`src/mtc_pkg.sv`:
```
// Shared types and constants for the MIDI time code generator.
// Used by mtc_front, mtc_back and smpte_timecode_mtc_generator; no dependencies.
package mtc_pkg;

	typedef enum logic [2:0] {
		OP_CLEAR = 3'd0,
		OP_ADV   = 3'd1,
		OP_REW   = 3'd2,
		OP_FULL  = 3'd3,
		OP_QTR   = 3'd4
	} op_t;

	typedef enum logic [2:0] {
		ST_IDLE,
		ST_FWD,
		ST_REW,
		ST_UPD,
		ST_MSG
	} state_t;

	typedef struct packed {
		op_t        op;
		logic [7:0] count;
	} q_item_t;

	localparam int QUEUE_DEPTH = 2;
	localparam int QUEUE_AW    = (QUEUE_DEPTH > 1) ? $clog2(QUEUE_DEPTH) : 1;
	localparam int QUEUE_CW    = $clog2(QUEUE_DEPTH + 1);

	localparam logic [7:0] SYSEX_START  = 8'hF0;
	localparam logic [7:0] SYSEX_END    = 8'hF7;
	localparam logic [7:0] SYSEX_RT_ID  = 8'h7F;
	localparam logic [7:0] MTC_SUB_ID   = 8'h01;
	localparam logic [7:0] QF_STATUS    = 8'hF1;
	localparam logic [7:0] QF_PIECE7    = 8'h70;
	localparam logic [3:0] NIBBLE_MASK  = 4'hF;
	localparam logic [3:0] CHG_FRAMES   = 4'h1;
	localparam logic [3:0] CHG_ALL      = 4'hF;
	localparam logic [3:0] FULL_LAST    = 4'd9;
	localparam logic [3:0] QTR_LAST     = 4'd1;

	function automatic logic [4:0] fps_of(input logic [1:0] rate);
		logic [4:0] f;
		unique case (rate)
			2'd0: f = 5'd24;
			2'd1: f = 5'd25;
			2'd2: f = 5'd30;
			default: f = 5'd30;
		endcase
		return f;
	endfunction

endpackage

```
`src/mtc_front.sv`:
```
// Front end: accepts input items, drops held messages and unknown commands,
// and queues the rest for the back end. Depends on mtc_pkg.
module mtc_front (
	input  logic              clk,
	input  logic              arst_n,
	input  logic              in_valid,
	output logic              in_stall,
	input  logic [2:0]        cmd,
	input  logic [7:0]        frame_count,
	input  logic              hold,
	output logic              q_valid,
	output mtc_pkg::q_item_t  q_item,
	input  logic              q_pop
);

	mtc_pkg::q_item_t                   mem_q [mtc_pkg::QUEUE_DEPTH];
	logic [mtc_pkg::QUEUE_AW-1:0]       wr_ptr_q;
	logic [mtc_pkg::QUEUE_AW-1:0]       rd_ptr_q;
	logic [mtc_pkg::QUEUE_CW-1:0]       count_q;
	logic                               keep;
	logic                               push;

	always_comb begin
		unique case (mtc_pkg::op_t'(cmd))
			mtc_pkg::OP_CLEAR, mtc_pkg::OP_ADV, mtc_pkg::OP_REW: keep = 1'b1;
			mtc_pkg::OP_FULL, mtc_pkg::OP_QTR:                 keep = !hold;
			default:                                           keep = 1'b0;
		endcase
	end

	assign in_stall = (count_q == mtc_pkg::QUEUE_CW'(mtc_pkg::QUEUE_DEPTH));
	assign push     = in_valid && !in_stall && keep;
	assign q_valid  = (count_q != '0);
	assign q_item   = mem_q[rd_ptr_q];

	function automatic logic [mtc_pkg::QUEUE_AW-1:0] next_ptr(
		input logic [mtc_pkg::QUEUE_AW-1:0] p);
		if (p == mtc_pkg::QUEUE_AW'(mtc_pkg::QUEUE_DEPTH - 1))
			return '0;
		return p + mtc_pkg::QUEUE_AW'(1);
	endfunction

	always_ff @(posedge clk) begin
		if (push) begin
			mem_q[wr_ptr_q].op    <= mtc_pkg::op_t'(cmd);
			mem_q[wr_ptr_q].count <= frame_count;
		end
	end

	always_ff @(posedge clk or negedge arst_n) begin
		if (!arst_n) begin
			wr_ptr_q <= '0;
			rd_ptr_q <= '0;
			count_q  <= '0;
		end else begin
			if (push)
				wr_ptr_q <= next_ptr(wr_ptr_q);
			if (q_pop)
				rd_ptr_q <= next_ptr(rd_ptr_q);
			unique case ({push, q_pop})
				2'b10:   count_q <= count_q + mtc_pkg::QUEUE_CW'(1);
				2'b01:   count_q <= count_q - mtc_pkg::QUEUE_CW'(1);
				default: count_q <= count_q;
			endcase
		end
	end

	a_count_bound: assert property (@(posedge clk) disable iff (!arst_n)
		(q_pop && !push) |=> (count_q == $past(count_q) - mtc_pkg::QUEUE_CW'(1)))
		else $error("queue count lost track of a pop");

endmodule

```
`src/mtc_back.sv`:
```
// Back end: runs queued commands on the timecode, iterating carries and borrows
// one second per cycle, and drives the registered result channel. Depends on mtc_pkg.
module mtc_back (
	input  logic              clk,
	input  logic              arst_n,
	input  logic              q_valid,
	input  mtc_pkg::q_item_t  q_item,
	output logic              q_pop,
	input  logic [1:0]        frame_rate,
	output logic              out_valid,
	input  logic              out_stall,
	output logic [7:0]        out_byte,
	output logic              is_message,
	output logic              last,
	output logic [3:0]        changed_digits
);

	mtc_pkg::state_t state_q, state_d;

	logic [4:0] frames_q;
	logic [5:0] seconds_q;
	logic [5:0] minutes_q;
	logic [4:0] hours_q;
	logic [2:0] piece_q;
	logic [1:0] rate_q;
	logic [8:0] f_q;
	logic [7:0] left_q;
	logic [3:0] chg_q;
	logic [3:0] idx_q;
	logic       full_q;
	logic [7:0] qbyte_q;
	logic       out_valid_q;

	logic [4:0] fps;
	logic       fwd_carry;
	logic [4:0] step;
	logic       rew_borrow;
	logic       out_free;
	logic       msg_last;
	logic       load_upd;
	logic       load_msg;
	logic [7:0] msg_byte;

	function automatic logic [7:0] quarter_byte(
		input logic [2:0] p, input logic [1:0] rate, input logic [4:0] hr,
		input logic [5:0] mn, input logic [5:0] sc, input logic [4:0] fr);
		logic [7:0] v;
		logic [3:0] nib;
		unique case (p[2:1])
			2'd0: v = {3'd0, fr};
			2'd1: v = {2'd0, sc};
			2'd2: v = {2'd0, mn};
			default: v = {3'd0, hr};
		endcase
		nib = (p[0] ? v[7:4] : v[3:0]) & mtc_pkg::NIBBLE_MASK;
		if (p == 3'd7)
			return mtc_pkg::QF_PIECE7 | {5'd0, rate, 1'b0} | {7'd0, hr[4]};
		return {1'b0, p, nib};
	endfunction

	assign fps        = mtc_pkg::fps_of(rate_q);
	assign fwd_carry  = (f_q >= {4'd0, fps});
	assign step       = (left_q >= {3'd0, fps}) ? fps : left_q[4:0];
	assign rew_borrow = (frames_q < step);
	assign out_free   = !out_valid_q || !out_stall;
	assign msg_last   = full_q ? (idx_q == mtc_pkg::FULL_LAST) : (idx_q == mtc_pkg::QTR_LAST);

	always_comb begin
		if (full_q) begin
			unique case (idx_q)
				4'd0:    msg_byte = mtc_pkg::SYSEX_START;
				4'd1:    msg_byte = mtc_pkg::SYSEX_RT_ID;
				4'd2:    msg_byte = mtc_pkg::SYSEX_RT_ID;
				4'd3:    msg_byte = mtc_pkg::MTC_SUB_ID;
				4'd4:    msg_byte = mtc_pkg::MTC_SUB_ID;
				4'd5:    msg_byte = {1'b0, rate_q, hours_q};
				4'd6:    msg_byte = {2'd0, minutes_q};
				4'd7:    msg_byte = {2'd0, seconds_q};
				4'd8:    msg_byte = {3'd0, frames_q};
				default: msg_byte = mtc_pkg::SYSEX_END;
			endcase
		end else begin
			msg_byte = (idx_q == '0) ? mtc_pkg::QF_STATUS : qbyte_q;
		end
	end

	// next state
	always_comb begin
		state_d = state_q;
		unique case (state_q)
			mtc_pkg::ST_IDLE: begin
				if (q_valid) begin
					unique case (q_item.op)
						mtc_pkg::OP_CLEAR: state_d = mtc_pkg::ST_UPD;
						mtc_pkg::OP_ADV:   state_d = mtc_pkg::ST_FWD;
						mtc_pkg::OP_REW:   state_d = mtc_pkg::ST_REW;
						default:           state_d = mtc_pkg::ST_MSG;
					endcase
				end
			end
			mtc_pkg::ST_FWD: if (!fwd_carry) state_d = mtc_pkg::ST_UPD;
			mtc_pkg::ST_REW: if (left_q == '0) state_d = mtc_pkg::ST_UPD;
			mtc_pkg::ST_UPD: if (out_free) state_d = mtc_pkg::ST_IDLE;
			mtc_pkg::ST_MSG: if (out_free && msg_last) state_d = mtc_pkg::ST_IDLE;
			default:         state_d = mtc_pkg::ST_IDLE;
		endcase
	end

	// control outputs
	always_comb begin
		q_pop    = (state_q == mtc_pkg::ST_IDLE) && q_valid;
		load_upd = (state_q == mtc_pkg::ST_UPD) && out_free;
		load_msg = (state_q == mtc_pkg::ST_MSG) && out_free;
	end

	always_ff @(posedge clk or negedge arst_n) begin
		if (!arst_n)
			state_q <= mtc_pkg::ST_IDLE;
		else
			state_q <= state_d;
	end

	always_ff @(posedge clk or negedge arst_n) begin
		if (!arst_n) begin
			frames_q  <= '0;
			seconds_q <= '0;
			minutes_q <= '0;
			hours_q   <= '0;
			piece_q   <= '0;
			rate_q    <= '0;
			f_q       <= '0;
			left_q    <= '0;
			chg_q     <= '0;
			idx_q     <= '0;
			full_q    <= 1'b0;
			qbyte_q   <= '0;
		end else if (q_pop) begin
			unique case (q_item.op)
				mtc_pkg::OP_CLEAR: begin
					frames_q  <= '0;
					seconds_q <= '0;
					minutes_q <= '0;
					hours_q   <= '0;
					piece_q   <= '0;
					rate_q    <= frame_rate;
					chg_q     <= mtc_pkg::CHG_ALL;
				end
				mtc_pkg::OP_ADV: begin
					f_q   <= {4'd0, frames_q} + {1'b0, q_item.count};
					chg_q <= mtc_pkg::CHG_FRAMES;
				end
				mtc_pkg::OP_REW: begin
					left_q <= q_item.count;
					chg_q  <= mtc_pkg::CHG_FRAMES;
				end
				mtc_pkg::OP_FULL: begin
					rate_q  <= frame_rate;
					piece_q <= '0;
					idx_q   <= '0;
					full_q  <= 1'b1;
				end
				default: begin
					qbyte_q <= quarter_byte(piece_q, rate_q, hours_q, minutes_q,
						seconds_q, frames_q);
					piece_q <= piece_q + 3'd1;
					idx_q   <= '0;
					full_q  <= 1'b0;
				end
			endcase
		end else if (state_q == mtc_pkg::ST_FWD) begin
			if (fwd_carry) begin
				// carry one second
				f_q      <= f_q - {4'd0, fps};
				chg_q[1] <= 1'b1;
				if (seconds_q >= 6'd59) begin
					seconds_q <= '0;
					chg_q[2]  <= 1'b1;
					if (minutes_q >= 6'd59) begin
						minutes_q <= '0;
						chg_q[3]  <= 1'b1;
						hours_q   <= (hours_q >= 5'd23) ? 5'd0 : hours_q + 5'd1;
					end else begin
						minutes_q <= minutes_q + 6'd1;
					end
				end else begin
					seconds_q <= seconds_q + 6'd1;
				end
			end else begin
				frames_q <= f_q[4:0];
			end
		end else if (state_q == mtc_pkg::ST_REW && left_q != '0) begin
			left_q <= left_q - {3'd0, step};
			if (!rew_borrow) begin
				frames_q <= frames_q - step;
			end else begin
				// borrow one second
				frames_q <= frames_q + fps - step;
				chg_q[1] <= 1'b1;
				if (seconds_q == '0) begin
					seconds_q <= 6'd59;
					chg_q[2]  <= 1'b1;
					if (minutes_q == '0) begin
						minutes_q <= 6'd59;
						chg_q[3]  <= 1'b1;
						hours_q   <= (hours_q == '0) ? 5'd23 : hours_q - 5'd1;
					end else begin
						minutes_q <= minutes_q - 6'd1;
					end
				end else begin
					seconds_q <= seconds_q - 6'd1;
				end
			end
		end else if (load_msg) begin
			idx_q <= idx_q + 4'd1;
		end
	end

	always_ff @(posedge clk or negedge arst_n) begin
		if (!arst_n)
			out_valid_q <= 1'b0;
		else if (load_upd || load_msg)
			out_valid_q <= 1'b1;
		else if (!out_stall)
			out_valid_q <= 1'b0;
	end

	always_ff @(posedge clk) begin
		if (load_upd) begin
			out_byte       <= '0;
			is_message     <= 1'b0;
			last           <= 1'b1;
			changed_digits <= chg_q;
		end else if (load_msg) begin
			out_byte       <= msg_byte;
			is_message     <= 1'b1;
			last           <= msg_last;
			changed_digits <= '0;
		end
	end

	assign out_valid = out_valid_q;

	a_time_range: assert property (@(posedge clk) disable iff (!arst_n)
		(frames_q <= 5'd29) && (seconds_q <= 6'd59) && (minutes_q <= 6'd59)
		&& (hours_q <= 5'd23))
		else $error("timecode digit out of range");

	a_update_is_last: assert property (@(posedge clk) disable iff (!arst_n)
		(out_valid_q && !is_message) |-> (last && out_byte == '0))
		else $error("time update result not a single final item");

	a_msg_time_stable: assert property (@(posedge clk) disable iff (!arst_n)
		(state_q == mtc_pkg::ST_MSG) |=> ($stable(hours_q) && $stable(minutes_q)
		&& $stable(seconds_q) && $stable(frames_q)))
		else $error("timecode moved while a message was sent");

	a_msg_no_digits: assert property (@(posedge clk) disable iff (!arst_n)
		(out_valid_q && is_message) |-> (changed_digits == '0))
		else $error("message item carries changed digits");

endmodule

```
`src/smpte_timecode_mtc_generator.sv`:
```
// MIDI time code generator top level: rate register, front end queue, back end.
// An accepted item is queued by the front end and popped by the back end while idle.
// Clear then loads the output register; advance first carries n seconds (n <= 11) and
// rewind first takes k = ceil(frame_count / fps) steps (k <= 11) before loading it;
// message bytes load one per cycle while not stalled. Items are run one at a time.
// Reset clears timecode, piece index, latched rate, rate register, queue and output valid.
module smpte_timecode_mtc_generator (
	input  logic       clk,
	input  logic       arst_n,
	input  logic       in_valid,
	output logic       in_stall,
	input  logic [2:0] cmd,
	input  logic [7:0] frame_count,
	input  logic       hold,
	output logic       out_valid,
	input  logic       out_stall,
	output logic [7:0] out_byte,
	output logic       is_message,
	output logic       last,
	output logic [3:0] changed_digits,
	input  logic       cfg_valid,
	output logic       cfg_ready,
	input  logic [1:0] frame_rate
);

	logic [1:0]       frame_rate_q;
	logic             q_valid;
	logic             q_pop;
	mtc_pkg::q_item_t q_item;

	assign cfg_ready = 1'b1;

	always_ff @(posedge clk or negedge arst_n) begin
		if (!arst_n)
			frame_rate_q <= '0;
		else if (cfg_valid && cfg_ready)
			frame_rate_q <= frame_rate;
	end

	mtc_front u_front (
		.clk         (clk),
		.arst_n      (arst_n),
		.in_valid    (in_valid),
		.in_stall    (in_stall),
		.cmd         (cmd),
		.frame_count (frame_count),
		.hold        (hold),
		.q_valid     (q_valid),
		.q_item      (q_item),
		.q_pop       (q_pop)
	);

	mtc_back u_back (
		.clk            (clk),
		.arst_n         (arst_n),
		.q_valid        (q_valid),
		.q_item         (q_item),
		.q_pop          (q_pop),
		.frame_rate     (frame_rate_q),
		.out_valid      (out_valid),
		.out_stall      (out_stall),
		.out_byte       (out_byte),
		.is_message     (is_message),
		.last           (last),
		.changed_digits (changed_digits)
	);

endmodule

```
`config.mk`:
```
export PLATFORM = sky130hd
export DESIGN_NAME = smpte_timecode_mtc_generator
export DESIGN_NICKNAME = d
export VERILOG_FILES = /design/src/mtc_pkg.sv /design/src/mtc_front.sv /design/src/mtc_back.sv /design/src/smpte_timecode_mtc_generator.sv
export SDC_FILE = /design/constraint.sdc
export NUM_CORES = 1
export LEC_CHECK = 0
export ABC_AREA = 1
export CORE_UTILIZATION = 65
export CTS_CLUSTER_SIZE = 16
export DETAILED_ROUTE_END_ITERATION = 12
export DONT_BUFFER_PORTS = 1
export PLACE_DENSITY = 0.85
export RECOVER_POWER = 50
export SLEW_MARGIN = 20
export SYNTH_ARGS = -nofsm -noshare
export SYNTH_HDL_FRONTEND = slang
export SYNTH_HIERARCHICAL = 1
export SYNTH_SLANG_ARGS = --single-unit
```
`constraint.sdc`:
```
create_clock -name clk -period 3.8 [get_ports clk]
set_input_delay 0.38 -clock clk [delete_from_list [all_inputs] [get_ports clk]]
set_output_delay 0.38 -clock clk [all_outputs]
set_load 0.05 [all_outputs]
```
==> flow_metrics.tcl, run 1 <==
set metrics [dict create \
    timing.final.setup_violations 0 \
    synth_edf_count 26 \
    syn_area_um2 7543 \
    hpwl_um 13920 \
    drv_cap 1 \
    final_common_cell "nand2_1" \
    reg2reg_to "u_back/frames_q[4]" \
    path_depth 20 \
    ys_async_sr_fraction 0.6604 \
    ctsHtreeMaxLevel 3 \
    clkSlewWorstSetupHoldPaths_ps 90 \
    grt_usage 0.3333 \
    rrSetupSlack_ps 300 \
    fin_area_um2 7953 \
    die_w_um 109.7 \
    cts_setup_buffers 0 \
    critPathBufInv 3 \
    synth_top_area_share 0.2322 \
    numPortBuffers 0 \
    status "finished, violations left" \
    nFillCells 877 \
    clock_path_buffers 2 \
    endpoint_kind "flip-flop" \
    holdPathStages 0 \
    routed-via-count 6832 \
    worstPathRequired_ps 4060 \
    drt_iter0_drc 683 \
    synth_nets 1078 \
    grt_pass1_vias 6154 \
    max_slew.worst_pin.slew_ps 1803 \
    ys.flop_type "dfrtp_1" \
    slew_violations 71 \
    n_antenna_cell 0 \
    cts_tree "yes" \
    endpoint "u_back/frames_q[4]" \
    fin_skew_ps 8.301 \
    cts.sink_count 106 \
    initial_core_util 0.6809 \
    cpMostUsedCell "nand2_1" \
    fin_nets 1075 \
    synth_area_per_cell_um2 7.454 \
    violations "max-capacitance violations, max-slew violations" \
    drive_gt1_frac 0.07692 \
    wl_per_cell_um 16.36 \
    design.die.area_um2 12040 \
    synth_seq_cells 106 \
    fin_crit_sh 0.9208 \
    critPathMaxStageDelay_ps 490 \
    syn_inst 1012 \
    worstPathCellList "inv_1, ha_1, inv_1, nor2_1, o21ai_0, nand2_1, a21oi_1, nand2_2, nand2_1, o21ai_2, inv_2, fa_2, fa_2, nand3_1, nand2_1, or2_2, nand3_1, nand3_1, nand3b_1, nand2_1" \
    ant_nets 0 \
    cts-root-buf "clkbuf_16" \
    area_growth_pct 5.424 \
    max_freq_mhz 285.8 \
    antenna_found_initial 0 \
    synth_cell_types 52 \
    r2r_cells 20 \
    wl_um 18880 \
    grt_start_max_net_pins 71 \
    yosysSeqAreaShare 0.3622 \
    slowest_stage "fa_2" \
    tns_ps 0 \
    ios 36 \
    startpoint_type "flip-flop" \
    die_h_um 109.7 \
    grt_first_pass_wirelength_um 30060 \
    clkLatencyLatePin_ps 370 \
    arrival_ps 3750 \
    ys_top_cells_by_area "dfrtp_1, nand2_1, edfxtp_1" \
    rows 38 \
    post-route-min-period_ps 3499 \
    hold_viol_final 0 \
    yosysTopAreaCell "dfrtp_1" \
    critPathTopFamily "adder cells" \
    grt-ovfl-total 0 \
    synth_warnings 6 \
    dr.pass1.iters 5 \
    drcViolationCount 0 \
    numCtsBuffers 9 \
    worstReg2RegStart "u_back/rate_q[1]" \
    gp_congestion 0.9870 \
    path_max_fanout 5 \
    viasPerCell 5.920 \
    critPathLaunch "u_back/rate_q[1]" \
    dpl_cell_area_um2 7606 \
    hold_ws_ps 102.2 \
    crit_type "flip-flop to flip-flop" \
    slew_headroom -0.2020 \
    rsz0062_at_grt "no" \
    mostFrequentLayoutCells "nand2_1, inv_1, o21ai_0" \
    core_area_um2 11080 \
    worst_hold_path_type "input pin to flip-flop" \
]
==> cell type report <==
cell class                      instances  area [um^2]  area share
Inverter                              139        521.8     0.06561
Clock inverter                          7        98.84     0.01243
Timing Repair Buffer                    8        60.06    0.007552
Multi-Input combinational cell        745         4139      0.5205
Clock buffer                            9        225.2     0.02832
Sequential cell                       106         2733      0.3436
Tap cell                              140        175.2     0.02203
==> synth_stat cells, drive strengths merged (7+ instances only) <==
cell,count
nor2,76
ha,40
edfxtp,26
dfxtp,10
nand2,282
buf,19
mux2,11
or2,8
o21ai,104
fa,7
o22ai,9
o211ai,11
nor3,7
nand4,17
a21oi,38
xor2,13
dfrtp,70
inv,139
nand3,91
==> per-stage QoR <==
| stage | utilization | std cells | setup slack, ps |
|---|---|---|---|
| floorplan | - | 1012 | 311.0 |
| global placement | 0.6866 | 1136 | 246.5 |
| detailed placement | 0.6866 | 1136 | 94.49 |
| CTS | 0.7192 | 1154 | 83.38 |
| global route | 0.7179 | 1154 | 28.90 |
| finish | 0.7179 | 1154 | 301.1 |
==> sequential cells by signal, indices dropped and copies added (netlist names), 2 cells and up <==
signal	cells
u_front/mem_q	22
u_back/f_q	9
u_back/left_q	8
u_back/out_byte	8
u_back/qbyte_q	7
u_back/minutes_q	6
u_back/seconds_q	6
u_back/frames_q	5
u_back/hours_q	5
u_back/changed_digits	4
u_back/chg_q	4
u_back/idx_q	4
u_back/piece_q	3
u_back/state_q	3
frame_rate_q	2
u_back/rate_q	2
u_front/count_q	2
==> worst min path at each step <==
stage	slack (ps)	end	startpoint
detailed placement	90	u_back/left_q[3]	arst_n
CTS	90	u_front/mem_q[1][6]	frame_count[6]
finish	100	u_front/mem_q[1][6]	frame_count[6]
floorplan	80	frame_rate_q[0]	arst_n
global route	90	u_front/mem_q[1][6]	frame_count[6]
global placement	90	u_back/left_q[3]	arst_n
==> logic make-up (layout without fill, tap and decap cells) <==
logic type	Yosys count	in the layout	synth area share
and+or+nand+nor	488	488	0.2899
AOI/OAI and AO/OA	179	179	0.1339
buffers and inverters	161	163	0.09006
DFF	106	106	0.3622
adders and majority gates	47	47	0.08492
xor gates and xnor gates	19	19	0.02206
muxes	11	11	0.01642
other	1	1	0.0004971
==> routing by layer <==
metal / vias up / share of wire / track usage
met4: 0 / 0.028 / 0.1248
li1: 3320 / - / -
met5: - / 0 / 0
met2: 340 / 0.44 / 0.5139
met3: 38 / 0.10 / 0.08595
met1: 3134 / 0.43 / 0.4519
==> timing repair <==
| action | in CTS | in global routing |
|---|---|---|
| setup endpoints to repair | 0 | 12 |
| endpoints found under the hold margin | 70 | 0 |
| hold buffers | 2 | 0 |
| gates resized for setup | 0 | 7 |
Power of run 1 is not shown: default switching activity piles up to over one toggle a cycle in this logic, so the estimate is an artifact.
==> run 2: changes to the inputs <==
==> constraint.sdc (replaced) <==
create_clock -name clk -period 3.8 [get_ports clk]
set_input_delay 0.19 -clock clk [delete_from_list [all_inputs] [get_ports clk]]
set_output_delay 0.19 -clock clk [all_outputs]
set_load 0.05 [all_outputs]
==> flow_metrics.tcl, run 2 (same netlist as run 1, synthesis figures left out) <==
set metrics [dict create \
    status "finished, violations left" \
    violations "max-capacitance violations, max-slew violations" \
    antenna_found_initial 0 \
    wl_met1_um 8357 \
    grt_usage 0.3427 \
    drt_iter0_drc 787 \
    post-route-min-period_ps 3482 \
    regMostFlops "u_front/mem_q" \
    dr_wl_met2_um 8718 \
    n_antenna_cell 0 \
    wl_met3_um 1928 \
    top_regs "u_front/mem_q x22, u_back/f_q x9" \
    ios 36 \
    tns_ps 0 \
    reg2reg_to "u_back/frames_q[4]" \
    viasPerCell 5.920 \
    seq_area_um2 2733 \
    mostFrequentLayoutCells "nand2_1, inv_1, o21ai_0" \
    path_max_fanout 5 \
    nFillCells 848 \
    rsz0062_at_grt "no" \
    rrSetupSlack_ps 320 \
    initial_core_util 0.6809 \
    min_to "u_front/wr_ptr_q" \
    largest_register_ffs 22 \
    max_slew.worst_pin.slew_ps 1810 \
    worstReg2RegStart "u_back/rate_q[1]" \
    highest_layer "met4" \
    core_area_um2 11080 \
    cts.sink_count 106 \
    clkLatencyLatePin_ps 370 \
    drive_gt1_frac 0.07580 \
    cts_tree "yes" \
    clock_path_buffers 2 \
    worst_hold_path_type "input pin to flip-flop" \
    final_common_cell "nand2_1" \
    hpwl_um 13920 \
    fin_area_um2 8103 \
    cts-root-buf "clkbuf_16" \
    numCtsBuffers 9 \
    clkSlewWorstSetupHoldPaths_ps 80 \
    timing.final.setup_violations 0 \
    crit_type "flip-flop to flip-flop" \
    grt_first_pass_wirelength_um 30900 \
    r2r_cells 20 \
    endpoint_kind "flip-flop" \
    max_freq_mhz 287.2 \
    fin_nets 1090 \
    ctsHtreeMaxLevel 3 \
    fin_crit_sh 0.9162 \
    routed-via-count 6920 \
    ant_nets 0 \
    grt_start_max_net_pins 71 \
    dr.pass1.iters 5 \
    drv_cap 1 \
    die_w_um 109.7 \
    wl_um 19540 \
    grt_pass1_vias 6347 \
    gp_congestion 0.9870 \
    multiInputGateArea_um2 4139 \
    startpoint_type "flip-flop" \
    drcViolationCount 0 \
    hold_viol_final 0 \
    die_h_um 109.7 \
    wl_per_cell_um 16.72 \
    arrival_ps 3740 \
    slew_headroom -0.2069 \
    grt-ovfl-total 0 \
    fin_skew_ps 8.508 \
    slew_violations 71 \
    area_growth_pct 7.414 \
    rows 38 \
    hold_ws_ps 108.9 \
    numPortBuffers 0 \
    dpl_cell_area_um2 7606 \
    worstPathRequired_ps 4060 \
    hold_path.startpoint "in_valid" \
    timing.final.ws_setup_ps 318.4 \
    holdPathStages 4 \
    design.die.area_um2 12040 \
    place_ws_ps 94.49 \
]
-- run 2: changes by cell type in the layout (fill, tap and decap cells not counted) --
cell / delta
dlygate4sd3_1: +15
-- run 2: routing by layer --
metal	vias up	GRT usage
li1	3354	-
met1	3173	0.4571
met2	358	0.5386
met3	35	0.08417
met4	0	0.1314
met5	-	0
-- run 2: worst max-delay path by stage --
stage / start / to / slack [ps]
2_1_floorplan: u_back/rate_q[1] / u_back/frames_q[4] / 310
6_report: u_back/rate_q[1] / u_back/frames_q[4] / 320
5_1_grt: u_back/rate_q[1] / u_back/frames_q[4] / 30
4_1_cts: u_back/rate_q[1] / u_back/frames_q[4] / 80
3_3_place_gp: u_back/rate_q[1] / u_back/frames_q[4] / 250
3_5_place_dp: u_back/rate_q[1] / u_back/frames_q[4] / 90
-- run 2: what timing repair did --
item                       CTS  global route
setup buffers                0             0
setup endpoints to repair    0            12
hold endpoints to repair    95             0
hold buffers                17             0
resized for setup            0             7
-- run 2: through the flow --
| stage | std cells | utilization |
|---|---|---|
| after CTS | 1169 | 0.7328 |
| after global placement | 1136 | 0.6866 |
| after detailed placement | 1136 | 0.6866 |
| after global routing | 1169 | 0.7314 |
| final | 1169 | 0.7314 |
| after floorplan | 1012 | - |
-- run 2: area by class of cell --
| class | count | area share |
|---|---|---|
| Tap cell | 140 | 0.02162 |
| Clock inverter | 7 | 0.01220 |
| Multi-Input combinational cell | 745 | 0.5108 |
| Clock buffer | 9 | 0.02779 |
| Sequential cell | 106 | 0.3372 |
| Timing Repair Buffer | 23 | 0.02594 |
| Inverter | 139 | 0.06439 |
-- run 2: critical path: stages (launching register included) --
cell	delay, ps
dfrtp_1	410
inv_1	110
ha_1	320
inv_1	60
nor2_1	30
o21ai_0	150
nand2_1	70
a21oi_1	180
nand2_2	110
nand2_1	120
o21ai_2	90
inv_2	110
fa_2	490
fa_2	420
nand3_1	90
nand2_1	60
or2_2	270
nand3_1	70
nand3_1	70
nand3b_1	110
nand2_1	50
Power of run 2 is left out for the same reason.
==> run 3: changes to the inputs <==
--- a/config.mk
+++ b/config.mk
@@ -10,6 +10,7 @@
 export CTS_CLUSTER_SIZE = 16
 export DETAILED_ROUTE_END_ITERATION = 12
 export DONT_BUFFER_PORTS = 1
+export MAX_ROUTING_LAYER = met4
 export PLACE_DENSITY = 0.85
 export RECOVER_POWER = 50
 export SLEW_MARGIN = 20
==> flow_metrics.tcl, run 3 (same netlist as run 1, synthesis figures left out) <==
set metrics [dict create \
    status "finished, violations left" \
    violations "max-capacitance violations, max-slew violations" \
    wl_per_cell_um 16.98 \
    numPortBuffers 0 \
    viasPerCell 6.003 \
    timing.final.setup_violations 0 \
    arrival_ps 3850 \
    worstPathRequired_ps 4050 \
    fin_skew_ps 10.74 \
    antenna_found_initial 0 \
    endpoint_kind "flip-flop" \
    drive_gt1_frac 0.07744 \
    nFillCells 866 \
    grt_first_pass_wirelength_um 31910 \
    wl_um 19920 \
    design.die.area_um2 12040 \
    clock_path_buffers 2 \
    fin_crit_sh 0.9474 \
    drt_iter0_drc 668 \
    hold_viol_final 0 \
    n_antenna_cell 0 \
    timing.final.ws_setup_ps 199.8 \
    max_slew.worst_pin.slew_ps 1752 \
    fin_nets 1094 \
    grt-ovfl-total 0 \
    grt_start_max_net_pins 71 \
    tns_ps 0 \
    max_freq_mhz 277.8 \
    cts.sink_count 106 \
    cts-root-buf "clkbuf_16" \
    numCtsBuffers 9 \
    final_common_cell "nand2_1" \
    crit_type "flip-flop to flip-flop" \
    slew_headroom -0.1679 \
    slew_violations 71 \
    area_growth_pct 7.497 \
    path_max_fanout 10 \
    core_area_um2 11080 \
    ant_nets 0 \
    ios 36 \
    rows 38 \
    cts_tree "yes" \
    die_h_um 109.7 \
    routed-via-count 7041 \
    rrSetupSlack_ps 200 \
    die_w_um 109.7 \
    grt_usage 0.3658 \
    grt_pass1_vias 6469 \
    clkLatencyLatePin_ps 360 \
    rsz0062_at_grt "yes" \
    place_ws_ps 81.83 \
    hpwl_um 13790 \
    dr.pass1.iters 6 \
    clkSlewWorstSetupHoldPaths_ps 80 \
    worst_hold_path_type "input pin to flip-flop" \
    startpoint_type "flip-flop" \
    top_regs "u_front/mem_q x22, u_back/f_q x9" \
    drv_cap 1 \
    post-route-min-period_ps 3600 \
    largest_register_ffs 22 \
    regMostFlops "u_front/mem_q" \
    ctsHtreeMaxLevel 3 \
    mostFrequentLayoutCells "nand2_1, inv_1, o21ai_0" \
    drcViolationCount 0 \
    initial_core_util 0.6809 \
    gp_congestion 0.9653 \
]
## run 3: cell count changes in the layout (fill, tap and decap cells not counted), sizes merged
cell         change
buf              +5
clkinv           -1
dlygate4sd3      -1
inv              +1
## run 3: through the flow
step                instances    util  cell area (um^2)  hold WS [ps]
floorplan                1012       -              7543        -105.6
global placement         1137  0.6873              7614        -103.5
detailed placement       1137  0.6873              7614        -103.2
CTS                      1169  0.7314              8103         5.823
global route             1173  0.7320              8109         20.50
finish                   1173  0.7320              8109         21.35
## run 3: final cells by class
cell class	instances	area, um^2	share of cell area
multi-input cells	745	4130	0.5093
flip-flops and latches	106	2733	0.3370
inverters	139	521.8	0.06434
well taps	140	175.2	0.02160
clock inverters	7	86.33	0.01065
clock buffers	9	225.2	0.02777
repair buffers	27	237.7	0.02932
## run 3: per-layer routing
layer,track usage,share of wire,routed length [um],vias to the layer above
met5,-,0,0,-
met4,0.1419,0.035,692,0
met2,0.5602,0.45,8912,361
li1,-,-,-,3362
met1,0.4728,0.42,8447,3253
met3,0.08417,0.094,1867,65
## run 3: path summary, 6_finish.rpt
kind                                  startpoint                end  cells after the start
worst max-delay path            u_back/rate_q[1]  u_back/hours_q[0]                     22
worst min-delay path                   out_stall   u_back/out_valid                      2
worst max register to register  u_back/rate_q[1]  u_back/hours_q[0]                     22
worst min register to register   u_back/chg_q[0]    u_back/chg_q[0]                      2
max in group asynchronous                 arst_n  u_back/piece_q[1]                      2
min in group asynchronous                 arst_n   u_back/left_q[3]                      2
## run 3: critical path, stage by stage (launching register included)
cell and delay (ps):
dfrtp_1 430, inv_1 120, ha_1 320, inv_1 60
nor2_1 30, o21ai_0 130, nand2_1 60, a21oi_1 150
nand2_1 140, o21ai_0 290, inv_1 130, ha_1 350
nand2_1 90, nand2_1 60, nand2_1 100, nand3_2 140
nand2_2 140, nand3_4 100, nor2_4 260, buf_4 180
nand2_4 60, nand2_1 80, nand2_1 70
## run 3: repair_timing
action | 4_1_cts | 5_1_grt
hold endpoints to repair | 94 | 0
endpoints found under the setup margin | 0 | 19
hold buffers | 16 | 0
gates resized for setup | 0 | 3
setup buffers | 0 | 4
Power of run 3 is left out for the same reason.
